===== config.mk =====
export PLATFORM = sky130hd
export DESIGN_NAME = wsp_prep
export DESIGN_NICKNAME = d
export VERILOG_FILES = /design/src/wsp_pkg.sv /design/src/wsp_prep.sv
export SDC_FILE = /design/constraint.sdc
export NUM_CORES = 2
export LEC_CHECK = 0
export ABC_AREA = 1
export ABC_CLOCK_PERIOD_IN_PS = 15900
export BUFFER_PORTS_ARGS = -buffer_cell sky130_fd_sc_hd__buf_4
export CAP_MARGIN = 20
export CORE_ASPECT_RATIO = 0.8
export CORE_MARGIN = 4
export CORE_UTILIZATION = 63
export CTS_CLUSTER_DIAMETER = 60
export DETAILED_ROUTE_END_ITERATION = 12
export PLACE_DENSITY = 0.87
export SLEW_MARGIN = 20
export SYNTH_ARGS = -nofsm -noshare
export SYNTH_HDL_FRONTEND = slang
export SYNTH_SLANG_ARGS = --single-unit

===== constraint.sdc =====
create_clock -name clk -period 15.9 [get_ports clk]
set_input_delay 3.18 -clock clk [delete_from_list [all_inputs] [get_ports clk]]
set_output_delay 3.18 -clock clk [all_outputs]
set_load 0.01 [all_outputs]

===== src/wsp_pkg.sv =====
`default_nettype none
package wsp_pkg;

    // Fixed-point format of coordinates and coefficients
    localparam int FRAC_BITS = 16;
    localparam int SIZE_W    = 13;
    localparam int PROD_W    = 64;
    // Clip components: three 64-bit products summed, shifted, plus a coefficient
    localparam int CLIP_W    = 67 - FRAC_BITS;
    // Dividend: magnitude times screen size, scaled by the fraction bits
    localparam int NUM_W     = CLIP_W + SIZE_W + FRAC_BITS;
    // Quotient bits produced by the divider
    localparam int QUOT_W    = 41;
    localparam logic [QUOT_W-1:0] QUOT_CAP = QUOT_W'(1) << (QUOT_W - 1);
    // Smallest clip w times ten that counts as visible
    localparam int VIS_MIN   = 1 << FRAC_BITS;

    // Operation codes
    localparam logic OP_LOAD    = 1'b0;
    localparam logic OP_PROJECT = 1'b1;

    // Configuration register indexes
    localparam int CFG_IDX_W = 1;
    localparam logic [CFG_IDX_W-1:0] REG_SCREEN_WIDTH  = 1'b0;
    localparam logic [CFG_IDX_W-1:0] REG_SCREEN_HEIGHT = 1'b1;

    localparam logic [SIZE_W-1:0] WIDTH_RESET  = 13'd1920;
    localparam logic [SIZE_W-1:0] HEIGHT_RESET = 13'd1080;

    typedef struct packed {
        logic signed [CLIP_W-1:0] cx;
        logic signed [CLIP_W-1:0] cy;
        logic signed [CLIP_W-1:0] cw;
    } clip_t;

    typedef struct packed {
        logic              vis;
        logic              negx;
        logic              negy;
        logic              ovfx;
        logic              ovfy;
        logic [CLIP_W-1:0] den;
        logic [CLIP_W-1:0] remx;
        logic [CLIP_W-1:0] remy;
        logic [QUOT_W-1:0] lowx;
        logic [QUOT_W-1:0] lowy;
        logic [QUOT_W-1:0] qx;
        logic [QUOT_W-1:0] qy;
    } div_t;

endpackage
`default_nettype wire


===== src/wsp_prep.sv =====
`default_nettype none
module wsp_prep (
    input  wire logic                        clk,
    input  wire logic                        rst_n,
    input  wire logic                        clip_valid,
    output logic                             clip_ready,
    input  wire wsp_pkg::clip_t              clip,
    input  wire logic [wsp_pkg::SIZE_W-1:0]  screen_width,
    input  wire logic [wsp_pkg::SIZE_W-1:0]  screen_height,
    output logic                             prep_valid,
    input  wire logic                        prep_ready,
    output wsp_pkg::div_t                    prep
);
    import wsp_pkg::*;

    logic              va_reg, vb_reg, vc_reg;
    logic              ena, enb, enc;
    // Stage A: visibility, signs, magnitudes, doubled w as denominator
    logic              visa_reg, negxa_reg, negya_reg;
    logic [CLIP_W-1:0] magx_reg, magy_reg, dena_reg;
    logic              vis_next;
    // Stage B: scaled dividends
    logic              visb_reg, negxb_reg, negyb_reg;
    logic [CLIP_W-1:0] denb_reg;
    logic [NUM_W-1:0]  numx_reg, numy_reg;
    logic [CLIP_W+SIZE_W-1:0] pxn_next, pyn_next;
    // Stage C: overflow test and first partial remainder
    div_t              prep_reg;
    div_t              prep_next;

    assign enc        = !vc_reg || prep_ready;
    assign enb        = !vb_reg || enc;
    assign ena        = !va_reg || enb;
    assign clip_ready = ena;

    // Test clip w against 0.1: w >= 0 and 10 * w >= one
    always_comb
    begin
        logic signed [CLIP_W+3:0] w10;
        w10 = ((CLIP_W+4)'(clip.cw) <<< 3) + ((CLIP_W+4)'(clip.cw) <<< 1);
        vis_next = !clip.cw[CLIP_W-1] && (w10 >= (CLIP_W+4)'(VIS_MIN));
    end

    assign pxn_next = (CLIP_W+SIZE_W)'(magx_reg) * (CLIP_W+SIZE_W)'(screen_width);
    assign pyn_next = (CLIP_W+SIZE_W)'(magy_reg) * (CLIP_W+SIZE_W)'(screen_height);

    always_comb
    begin
        prep_next.vis  = visb_reg;
        prep_next.negx = negxb_reg;
        prep_next.negy = negyb_reg;
        prep_next.den  = denb_reg;
        prep_next.ovfx = CLIP_W'(numx_reg[NUM_W-1:QUOT_W]) >= denb_reg;
        prep_next.ovfy = CLIP_W'(numy_reg[NUM_W-1:QUOT_W]) >= denb_reg;
        prep_next.remx = CLIP_W'(numx_reg[NUM_W-1:QUOT_W]);
        prep_next.remy = CLIP_W'(numy_reg[NUM_W-1:QUOT_W]);
        prep_next.lowx = numx_reg[QUOT_W-1:0];
        prep_next.lowy = numy_reg[QUOT_W-1:0];
        prep_next.qx   = '0;
        prep_next.qy   = '0;
    end

    // Advance valid bits
    always_ff @(posedge clk or negedge rst_n)
    begin
        if (!rst_n)
        begin
            va_reg <= 1'b0;
            vb_reg <= 1'b0;
            vc_reg <= 1'b0;
        end
        else
        begin
            if (ena)
                va_reg <= clip_valid;
            if (enb)
                vb_reg <= va_reg;
            if (enc)
                vc_reg <= vb_reg;
        end
    end

    // Advance payload
    always_ff @(posedge clk)
    begin
        if (ena)
        begin
            visa_reg  <= vis_next;
            negxa_reg <= clip.cx[CLIP_W-1];
            negya_reg <= clip.cy[CLIP_W-1];
            magx_reg  <= clip.cx[CLIP_W-1] ? CLIP_W'(-clip.cx) : CLIP_W'(clip.cx);
            magy_reg  <= clip.cy[CLIP_W-1] ? CLIP_W'(-clip.cy) : CLIP_W'(clip.cy);
            dena_reg  <= {clip.cw[CLIP_W-2:0], 1'b0};
        end
        if (enb)
        begin
            visb_reg  <= visa_reg;
            negxb_reg <= negxa_reg;
            negyb_reg <= negya_reg;
            denb_reg  <= dena_reg;
            numx_reg  <= {pxn_next, {FRAC_BITS{1'b0}}};
            numy_reg  <= {pyn_next, {FRAC_BITS{1'b0}}};
        end
        if (enc)
            prep_reg <= prep_next;
    end

    assign prep_valid = vc_reg;
    assign prep       = prep_reg;
endmodule
`default_nettype wire


==> metrics.txt <==
cts bufs inserted=58; DRC viols=0; # H-tree levels=2; CP Launch Type=input port; Hold Startpoint=numy_reg[27]; CP arrival=8.87 ns; clk slew on worst S/H paths=0.07 ns; TNS Setup=0 ns; CTS root buffer=clkbuf_16; Finished Layout Cells=9770; final net count=9914; post-CTS setup buffers=0; sequential area share after synthesis=22.9%; IO Port Bufs=367; Async SR Flop Fraction=0.575%; Synth Cell Area=68400 um2; status=completed; # clock sinks=522; clock skew=0.0611 ns; Critical Path Stages=22; vias per cell=5.52; top cells by count, synth=inv_1, nand2_1, fa_1; Slowest Stage Delay on Critical Path=0.58 ns; antenna cells=0; GRT overflow=0; CP Capture Type=register; Worst Hold Class=reg -> reg; worst-margin pin slew=1.08 ns; CP Buf/Inv Count=5; Iteration-0 DRC Markers=5423; area grow syn2layout=7.24%; Initial Utilization=63.9%; library cells used by synthesis=66; Max transition margin=27.8%; CTS tree=built; crit path max-delay cell type=fa_1; share of cells above drive strength 1=7.31%; WS Path Type=in -> reg; fin crit share=53.4%; final worst path period need=8.49 ns; largest family of logic cells by synthesized area=adder cells; cell breakdown of the critical path=buf_4 > nand2_1 > fa_1 > inv_1 > fa_1 > fa_1 > fa_1 > inv_1 > fa_1 > inv_1 > ha_1 > nand2_1 > inv_1 > a21oi_1 > nand2_1 > nand2_1 > nand2_1 > a21oi_1 > o21ai_2 > a21oi_1 > o21bai_1 > xor2_1; GRT Util Overall=35.4%; top cells by area, synth=fa_1, edfxtp_1, inv_1; Final Slew Violations=0; Post-Syn Instances=8143; simple-gate share of the synthesized area=17.1%; top-area cell type share of the netlist area=31.6%; Clk Latency, worst-skew pair=0.69 ns; number of synthesized flops with an enable pin=519; max-cap violations=0; RSZ-0062 raised after global routing=false; Reg-to-Reg Start=magy_reg[7]; Critical Path Source=screen_height[7]; synth warn=0; CP Data Required Time=16.28 ns; R2R depth=22; multiplexer area fraction after synthesis=0%; Final setup viols=0; drt pass-1 iters=6; die height=303 um; worst-path maximum fanout=51; number of global-route vias before repair=56674; most frequent cell after synthesis=inv_1; Clock Path Buffers=3; Fin. Hold Viols=0; compound-gate portion of the synthesized area=4.35%; synthesized area per cell=8.40 um2; number of synthesized register bits=522; Die ar.=114000 um2; global-route wire length before repair=312000 um; Yosys top cell by area=fa_1; routed wire length=199000 um; initial antenna violation count=6; I/O pin cnt=507; row cnt=107; mean routed wirelength per cell=20.4 um; Hold Path Stages=0; Post-Synth XOR/XNOR Area=2.70%; f_max=118 MHz; Die Wd=376 um; gpl congestion=0.983; Main synth FF type=edfxtp_1; hpwl dp=160000 um; CTS Hold Bufs=0; Inst Count DP=9663; via count=53971; core area=107000 um2; Post-CTS Resized=0; adder-cell share of the synthesized area=37.9%; largest net degree at the start of global routing=115; max reg flops=183; post-route ant nets=0; delay-heaviest family, CP=adder cells
==> per-layer routing <==
layer	GRT usage, %	up-vias	routed length, um
li1	-	24025	-
met1	47.0	26130	75400
met2	55.2	3260	89300
met3	10.8	548	25100
met4	14.0	8	9000
met5	0	-	56
==> stage by stage <==
| stage | utilization (%) | instance area (um2) | setup slack, ns | hold WS, ns |
|---|---|---|---|---|
| after floorplan | - | 68900 | 1.84 | 0.400 |
| after global placement | 66.7 | 71500 | 6.91 | 0.401 |
| after detailed placement | 66.7 | 71500 | 6.89 | 0.405 |
| after CTS | 68.5 | 73400 | 7.47 | 0.416 |
| after global routing | 68.5 | 73400 | 7.16 | 0.419 |
| final | 68.5 | 73400 | 7.41 | 0.413 |
==> cell usage in the layout (no fill, tap or decap), types with 11 or more instances in the layout <==
| master | instances |
|---|---|
| a21o_1 | 21 |
| o21ai_0 | 110 |
| edfxtp_1 | 519 |
| a31oi_1 | 32 |
| o21ai_1 | 14 |
| clkbuf_16 | 59 |
| nand3_1 | 115 |
| conb_1 | 139 |
| xnor2_1 | 84 |
| inv_2 | 22 |
| fa_1 | 1079 |
| nand2_2 | 27 |
| a21oi_2 | 11 |
| xor2_1 | 127 |
| nor4_1 | 42 |
| nand3b_1 | 16 |
| nor3_1 | 39 |
| nor2_1 | 345 |
| inv_1 | 2173 |
| a21oi_1 | 225 |
| nand2_1 | 2165 |
| nor2_2 | 36 |
| buf_4 | 372 |
| o21bai_1 | 24 |
| nand4_1 | 42 |
| ha_1 | 346 |
==> cell families (layout without fill, tap and decap cells) <==
family / count (synthesis) / after routing
other: 1 / 139
DFF: 522 / 522
buffers and inverters: 2604 / 2676
AOI/OAI and AO/OA: 506 / 506
adders and majority gates: 1425 / 1425
xor gates and xnor gates: 211 / 211
and+or+nand+nor: 2874 / 2874
==> path summary, 6_finish.rpt <==
kind / endpoint / slack (ns)
setup / recovery: numy_reg[64] / 7.41
hold / removal: prep[109] / 0.41
setup reg to reg: numy_reg[60] / 9.67
hold reg to reg: prep[109] / 0.41
max in group asynchronous: vb_reg / 13.50
min in group asynchronous: va_reg / 2.31
==> area by class of cell <==
| class | instances | area [um2] |
|---|---|---|
| Multi-Input combinational cell | 5155 | 43000 |
| Fill cell | 8277 | 33700 |
| Sequential cell | 522 | 15700 |
| Inverter | 2197 | 8250 |
| Timing Repair Buffer | 372 | 2790 |
| Tap cell | 1417 | 1770 |
| Clock buffer | 69 | 1510 |
| Clock inverter | 38 | 384 |
Power is not shown: default switching activity piles up to over one toggle a cycle in this logic, so the estimate is an artifact.
